`src/hw/rtl/bbf_pkg.sv`:
```
// ----------------------------------------------------------------------------
// bbf_pkg
// shared types and constants of the box blur filter
// ----------------------------------------------------------------------------
package bbf_pkg;

  localparam int POS_W      = 26;
  localparam int DIM_W      = 13;
  localparam int KER_W      = 3;
  localparam int SUM_W      = 14;
  localparam int RECIP_W    = 25;
  localparam int RECIP_SH   = 24;
  localparam int ROW_LIMIT  = 4096;

  localparam logic [1:0] REG_WIDTH  = 2'd0;
  localparam logic [1:0] REG_HEIGHT = 2'd1;
  localparam logic [1:0] REG_KERNEL = 2'd2;
  localparam logic [1:0] REG_UNUSED = 2'd3;

  localparam logic CMD_FLUSH = 1'b1;

  typedef struct packed {
    logic take;
    logic start;
    logic tap;
    logic mul;
    logic load;
  } bbf_ctl_t;

  typedef struct packed {
    logic emit;
    logic tap_last;
    logic out_free;
    logic settle;
  } bbf_sts_t;

  // reciprocal of k*k scaled by 2^24, rounded up
  function automatic logic [RECIP_W-1:0] recip(input logic [KER_W-1:0] k);
    logic [RECIP_W-1:0] m;
    unique case (k)
      3'd3:    m = RECIP_W'((2**RECIP_SH + 8) / 9);
      3'd5:    m = RECIP_W'((2**RECIP_SH + 24) / 25);
      3'd7:    m = RECIP_W'((2**RECIP_SH + 48) / 49);
      default: m = RECIP_W'(2**RECIP_SH);
    endcase
    return m;
  endfunction

endpackage

```
`src/hw/rtl/bbf_ctrl.sv`:
```
// ----------------------------------------------------------------------------
// bbf_ctrl
// sequencer of the box blur filter: accept, tap sweep, scale, deliver
// ----------------------------------------------------------------------------
module bbf_ctrl (
  input  logic              clk,
  input  logic              rst,
  input  logic              in_valid,
  output logic              in_ready,
  input  bbf_pkg::bbf_sts_t sts,
  output bbf_pkg::bbf_ctl_t ctl
);
  import bbf_pkg::*;

  typedef enum logic [2:0] {IDLE, TAP, DRAIN, MUL, FIN} state_t;
  state_t state;

  assign in_ready  = (state == IDLE) && !sts.settle;
  assign ctl.take  = in_ready && in_valid;
  assign ctl.start = ctl.take && sts.emit;
  assign ctl.tap   = (state == TAP);
  assign ctl.mul   = (state == MUL);
  assign ctl.load  = (state == FIN) && sts.out_free;

  always_ff @(posedge clk) begin
    if (rst) begin
      state <= IDLE;
    end else begin
      unique case (state)
        IDLE:  if (ctl.start) state <= TAP;
        TAP:   if (sts.tap_last) state <= DRAIN;
        DRAIN: state <= MUL;
        MUL:   state <= FIN;
        FIN:   if (sts.out_free) state <= IDLE;
        default: state <= IDLE;
      endcase
    end
  end
endmodule

```
`config.mk`:
```
export PLATFORM = sky130hd
export DESIGN_NAME = bbf_ctrl
export DESIGN_NICKNAME = d
export VERILOG_FILES = /design/src/hw/rtl/bbf_pkg.sv /design/src/hw/rtl/bbf_ctrl.sv
export SDC_FILE = /design/constraint.sdc
export NUM_CORES = 1
export LEC_CHECK = 0
export ABC_AREA = 0
export BUFFER_PORTS_ARGS = -buffer_cell sky130_fd_sc_hd__buf_2
export CORE_AREA = 2 2 39 41
export CTS_BUF_LIST = sky130_fd_sc_hd__clkbuf_8
export DETAILED_ROUTE_END_ITERATION = 12
export DIE_AREA = 0 0 41 43
export SETUP_SLACK_MARGIN = 0.15
export SYNTH_ARGS = -nofsm -noshare
export SYNTH_HDL_FRONTEND = slang
export SYNTH_SLANG_ARGS = --single-unit
```
`constraint.sdc`:
```
create_clock -name clk -period 1 [get_ports clk]
set_input_delay 0.05 -clock clk [delete_from_list [all_inputs] [get_ports clk]]
set_output_delay 0.05 -clock clk [all_outputs]
set_load 0.02 [all_outputs]
```
==> flow_metrics.env, run 1 <==
export IMPL_run_status="complete, but fails checks"
export IMPL_violations="negative setup slack"
export IMPL_cts_max_level=1
export IMPL_skew_ps=0.328
export IMPL_hp_class="in2reg"
export IMPL_n_antenna_cell=0
export IMPL_period_needed_ps=1210
export IMPL_crit_path_start_kind="flop"
export IMPL_antenna_found_initial=0
export IMPL_dieHeight_um=43
export IMPL_hold_start="rst"
export IMPL_avgSynthCellArea_um2=9.94
export IMPL_wl_um=574
export IMPL_grt_pass1_wl_um=821
export IMPL_start_util_pct=13.7
export IMPL_grt_max_degree=9
export IMPL_ys_ff_latch=3
export IMPL_crit_type="reg2out"
export IMPL_end_kind="primary output"
export IMPL_critPathRequiredTime_ps=950
export IMPL_swShare_pct=24.7
export IMPL_clockRootBuffer="clkbuf_8"
export IMPL_die_w_um=41
export IMPL_power_leakage_nw=0.187
export IMPL_numCtsBuffers=3
export IMPL_r2r_cells=3
export IMPL_synth_cells=19
export IMPL_clk_latency_ps=210
export IMPL_vias=225
export IMPL_arrival_ps=1160
export IMPL_area_growth_syn_to_layout_pct=129
export IMPL_grt_usage_pct=7.21
export IMPL_ant_nets=0
export IMPL_fin_area_um2=433
export IMPL_place_area_um2=298
export IMPL_grt_pass1_vias=245
export IMPL_setup_viol=6
export IMPL_p_comb_share_pct=22.0
export IMPL_switchingPower_uw=153
export IMPL_finish_utilization_pct=31.3
export IMPL_critPathMaxFanout=5
export IMPL_drt_drc_violations_left=0
export IMPL_place_congestion=0.585
export IMPL_stdcell_count=55
export IMPL_grt_remaining_overflow=0
export IMPL_top_regs="state x3"
export IMPL_viasPerCell=4.09
export IMPL_yosysSeqAreaShare_pct=31.8
export IMPL_fin_crit_sh_pct=121
export IMPL_p_int_uw=466
export IMPL_ioPinCount=13
export IMPL_dr_pass1_iters=2
export IMPL_synth_nets=26
export IMPL_drive_above_1_share_pct=87.2
export IMPL_fp_row_count=14
export IMPL_r2r_start="state[1]"
export IMPL_clk_path_buf_depth=2
export IMPL_powerDensity_nw_per_um2=1430
export IMPL_die_area_um2=1760
export IMPL_syn_area_um2=189
export IMPL_rsz0062_at_grt="yes"
export IMPL_largest_register_ffs=3
export IMPL_largest_register="state"
export IMPL_ir_drop_mv=0.450
export IMPL_seqPwrFrac_pct=23.0
export IMPL_clk_pin_slew_ps=30
export IMPL_nets=47
export IMPL_pwr_share_clk_pct=54.9
export IMPL_min_to="state[2]"
export IMPL_fin_hold_ws_ps=106
export IMPL_yosys_warnings=0
export IMPL_fin_tns_setup_ps=-684
export IMPL_slew_violations=0
export IMPL_fill_cells=140
export IMPL_reg2reg_to="state[2]"
export IMPL_max_slew_margin_pct=84.0
export IMPL_drv_cap=0
export IMPL_synth_cell_types=15
export IMPL_rrSetupSlack_ps=20
export IMPL_dp_cells=48
export IMPL_wire_per_inst_um=10.4
export IMPL_cts_sinks=3
export IMPL_hold_viol=0
export IMPL_max_slew_worst_pin_slew_ps=238
export IMPL_fin_ws_ps=-206
export IMPL_portBuffers=12
export IMPL_fmax_mhz=829
export IMPL_cts_tree="done"
export IMPL_drt_initial_drc_count=2
export IMPL_core_um2=1380
export IMPL_holdPathStages=2
export IMPL_cts_hold_buf=0
[power groups by stage]
| stage | Sequential [mW] | Combinational (mW) | Clock (mW) |
|---|---|---|---|
| after floorplan | 0.142 | 0.0610 | 0 |
| after global placement | 0.145 | 0.0930 | 0 |
| after detailed placement | 0.145 | 0.0939 | 0 |
| after CTS | 0.144 | 0.122 | 0.347 |
| after global routing | 0.144 | 0.147 | 0.354 |
| final | 0.143 | 0.136 | 0.340 |
[logic make-up after synthesis]
group            share of synthesized area (%)
AO/OA/AOI/OAI                             15.9
AND/OR/NAND/NOR                           52.3
flip-flops                                31.8
[how the worst max path moves through the flow]
stage               startpoint     end  slack, ps  cells after the start
global placement      state[2]  ctl[3]         -5                      3
detailed placement    state[2]  ctl[3]        -30                      3
floorplan             state[2]  ctl[3]        -90                      2
finish                state[2]  ctl[3]       -210                      3
global route          state[2]  ctl[3]       -280                      3
CTS                   state[2]  ctl[3]       -220                      3
[what timing repair did]
item,4_1_cts,5_1_grt
gates cloned,0,0
gates resized for setup,14,5
setup endpoints to repair,8,9
buffers inserted,2,1
pin swaps,2,0
[per-stage QoR]
stage                     setup slack [ps]  power, mW
final                                 -206      0.619
after global routing                  -280      0.645
after CTS                             -215      0.613
after detailed placement             -25.3      0.239
after global placement               -5.17      0.238
after floorplan                      -90.5      0.203
[synth_stat cells]
cell type / number / area share (%)
o21a_1: 1 / 4.0
o21ba_2: 1 / 5.3
nor2_1: 1 / 2.0
nand3b_1: 2 / 7.9
nor4_4: 1 / 11
a21oi_1: 1 / 2.6
nand2b_1: 1 / 3.3
and3b_2: 1 / 5.3
or2_2: 1 / 3.3
and3_1: 2 / 6.6
nor3b_1: 1 / 4.0
dfxtp_1: 3 / 32
and2_2: 1 / 4.0
a211oi_1: 1 / 4.0
nor4b_1: 1 / 4.6
[placed cells by master (no fill, tap or decap)]
cell type,Yosys,routed
and3b_2,1,1
nor3b_2,0,1
nand2b_1,1,1
inv_1,0,1
a211oi_2,0,1
dfxtp_2,0,1
buf_2,0,7
clkbuf_8,0,3
buf_6,0,6
nor4_4,1,1
buf_4,0,3
o21a_1,1,1
nor2_4,0,1
dfxtp_4,0,2
o21ba_4,0,1
a21oi_2,0,1
and3_4,0,2
or2_2,1,1
and2_4,0,1
nor4b_2,0,1
nand3b_1,2,2
[worst max-delay path, stage by stage, from the launching register on]
cell	delay (ps)
dfxtp_2	330
nor4_4	280
and3_4	220
buf_6	110
[routing by layer]
| layer | share of wire [%] | GRT usage, % | wire length (µm) | up-vias |
|---|---|---|---|---|
| met2 | 55 | 12.5 | 318 | 8 |
| li1 | - | - | - | 113 |
| met3 | 6.3 | 3.14 | 36 | 0 |
| met5 | 0 | 0 | 0 | - |
| met4 | 0 | 6.00 | 0 | 0 |
| met1 | 38 | 5.43 | 219 | 104 |
[final cells by class]
cell class	instances	area, µm²	share of cell area (%)
Sequential cell	3	68.8	15.9
Clock buffer	3	41.3	9.54
Tap cell	16	20.0	4.62
Clock inverter	1	3.75	0.867
Timing Repair Buffer	16	125	28.9
Multi-Input combinational cell	16	174	40.2
Note: power is estimated with default switching activity, not from simulation.
==> inputs of run 2 (changes only) <==
Settings changed: ABC_AREA 0 to 1, PLACE_DENSITY_LB_ADDON from default to 0.3.
==> run 2 against run 1 <==
The run still ends with negative setup slack left. Critical path depth is 3 higher. Sequential share of layout area shrank 3.0 points. Via count grew 29%. Sequential cell count is the same. Final cell count grew 35%. Fmax up 3.4%. Worst hold slack got worse by 67 ps. Clock-buffer cell count is the same. Wire length up 5.7%. Largest power group unchanged.
==> flow_metrics.env, run 2 <==
export IMPL_fin_tns_setup_ps=-694
export IMPL_run_status="complete, but fails checks"
export IMPL_avgSynthCellArea_um2=6.73
export IMPL_yosysMostFrequentCell="inv_1"
export IMPL_synth_top_area_share_pct=26.2
export IMPL_power_leakage_nw=0.253
export IMPL_start_util_pct=16.5
export IMPL_critPathRequiredTime_ps=950
export IMPL_rrSetupSlack_ps=0
export IMPL_die_w_um=41
export IMPL_cts_tree="done"
export IMPL_ioPinCount=13
export IMPL_clk_path_buf_depth=2
export IMPL_clk_latency_ps=210
export IMPL_synth_cell_types=17
export IMPL_rsz0062_at_grt="yes"
export IMPL_drt_drc_violations_left=0
export IMPL_synth_edf_count=0
export IMPL_setup_viol=7
export IMPL_numCtsBuffers=3
export IMPL_yosysSeqAreaShare_pct=26.2
export IMPL_grt_pass1_vias=265
export IMPL_syn_area_um2=229
export IMPL_period_needed_ps=1170
export IMPL_core_um2=1380
export IMPL_hold_viol=0
export IMPL_drt_initial_drc_count=1
export IMPL_wl_um=607
export IMPL_fmax_mhz=857
export IMPL_ys_ff_latch=3
export IMPL_cts_hold_buf=0
export IMPL_fill_cells=158
export IMPL_synthTopCellsByCount="inv_1 (8), inv_2 (4), dfxtp_1 (3), nand3_1 (3), nor2_1 (3)"
export IMPL_clockRootBuffer="clkbuf_8"
export IMPL_power_uw=703
export IMPL_grt_pass1_wl_um=952
export IMPL_ir_drop_mv=0.449
export IMPL_slew_violations=0
export IMPL_crit_type="reg2out"
export IMPL_grt_remaining_overflow=0
export IMPL_clk_pin_slew_ps=30
export IMPL_powerDensity_nw_per_um2=1370
export IMPL_top_regs="state x3"
export IMPL_hp_class="in2reg"
export IMPL_largest_register="state"
export IMPL_fin_area_um2=513
export IMPL_viasPerCell=3.93
export IMPL_place_area_um2=407
export IMPL_portBuffers=12
export IMPL_synth_area_leaders="dfxtp_1 (26%), inv_1 (13%), nand3_1 (6.6%)"
export IMPL_violations="negative setup slack"
export IMPL_drv_cap=0
export IMPL_final_common_cell="buf_4"
export IMPL_grt_max_degree=5
export IMPL_synth_ff_type="dfxtp_1"
export IMPL_place_congestion=0.587
export IMPL_max_slew_worst_pin_slew_ps=253
export IMPL_synth_async_reset_ratio_pct=0
export IMPL_final_cell_mix="buf_4 (10), inv_1 (8), buf_2 (6)"
export IMPL_largest_register_ffs=3
export IMPL_max_slew_margin_pct=83.0
export IMPL_cts_sinks=3
export IMPL_arrival_ps=1120
export IMPL_ant_nets=0
export IMPL_finish_utilization_pct=37.1
export IMPL_fin_ws_ps=-167
export IMPL_yosys_warnings=0
export IMPL_fp_row_count=14
export IMPL_fin_hold_ws_ps=38.8
export IMPL_drive_above_1_share_pct=75.9
export IMPL_grt_usage_pct=7.93
export IMPL_area_growth_syn_to_layout_pct=124
export IMPL_critPathMaxFanout=3
export IMPL_fin_crit_sh_pct=117
export IMPL_synth_cells=34
export IMPL_dp_hpwl_um=499
export IMPL_skew_ps=3.32
export IMPL_crit_path_start_kind="flop"
export IMPL_die_area_um2=1760
export IMPL_n_antenna_cell=0
export IMPL_cts_max_level=1
export IMPL_dr_pass1_iters=2
export IMPL_vias=291
export IMPL_nets=66
export IMPL_synth_nets=41
export IMPL_synth_top_area_cell="dfxtp_1"
export IMPL_antenna_found_initial=0
export IMPL_wire_per_inst_um=8.20
export IMPL_end_kind="primary output"
export IMPL_dieHeight_um=43
-- run 2: cell types whose count changed after synthesis, sizes merged, moves of 2 or more --
| cell | before | now |
|---|---|---|
| nor2 | 1 | 4 |
| nor3 | 0 | 2 |
| inv | 0 | 12 |
| and3 | 2 | 0 |
| nand3 | 0 | 4 |
| nand2 | 0 | 2 |
| nand3b | 2 | 0 |
-- run 2: area by class of cell --
cell class / instances / area, µm² / share of cell area, %
clock buffers: 3 / 41.3 / 8.05
clock inverters: 1 / 3.75 / 0.732
inverters: 12 / 47.5 / 9.27
multi-input cells: 19 / 184 / 35.9
flip-flops and latches: 3 / 66.3 / 12.9
well taps: 16 / 20.0 / 3.90
repair buffers: 20 / 150 / 29.3
-- run 2: layer usage --
metal / global-route usage (%) / vias to the layer above / wire length, µm
met5: 0 / - / 0
met2: 12.5 / 12 / 295
met1: 8.68 / 124 / 261
met4: 2.00 / 0 / 0
li1: - / 155 / -
met3: 4.71 / 0 / 51
-- run 2: final timing paths --
path | start | to | cells after the start
max | state[0] | ctl[3] | 6
min | rst | state[0] | 2
max reg2reg | state[0] | state[2] | 6
min reg2reg | state[0] | state[2] | 3
-- run 2: kinds of logic after synthesis --
family	Yosys count	synth area share (%)
AO/OA/AOI/OAI	4	13.7
flip-flops	3	26.2
AND/OR/NAND/NOR	15	40.4
buffers and inverters	12	19.7
-- run 2: repair_timing --
action                     CTS  global route
pin swaps                    3             2
setup endpoints to repair    9             9
buffers inserted             2             0
gates resized for setup     13             2
-- run 2: metrics by stage --
stage / setup slack, ps / std cells
floorplan: 21.8 / 34
global placement: 3.24 / 68
detailed placement: -0.00655 / 68
CTS: -208 / 74
global route: -252 / 74
finish: -167 / 74
-- run 2: critical path, cell delays in order (launching register included) --
cell and delay (ps):
dfxtp_2 320, inv_2 70, nand2_4 60, nor2_4 110
inv_4 60, nor4_4 110, buf_4 170
-- run 2: where the power goes --
part / internal [mW] / leakage [nW] / total, mW / switching (mW)
sequential: 0.127 / 0.0260 / 0.134 / 0.00730
combinational: 0.117 / 0.200 / 0.240 / 0.124
clock: 0.260 / 0.0269 / 0.329 / 0.0683
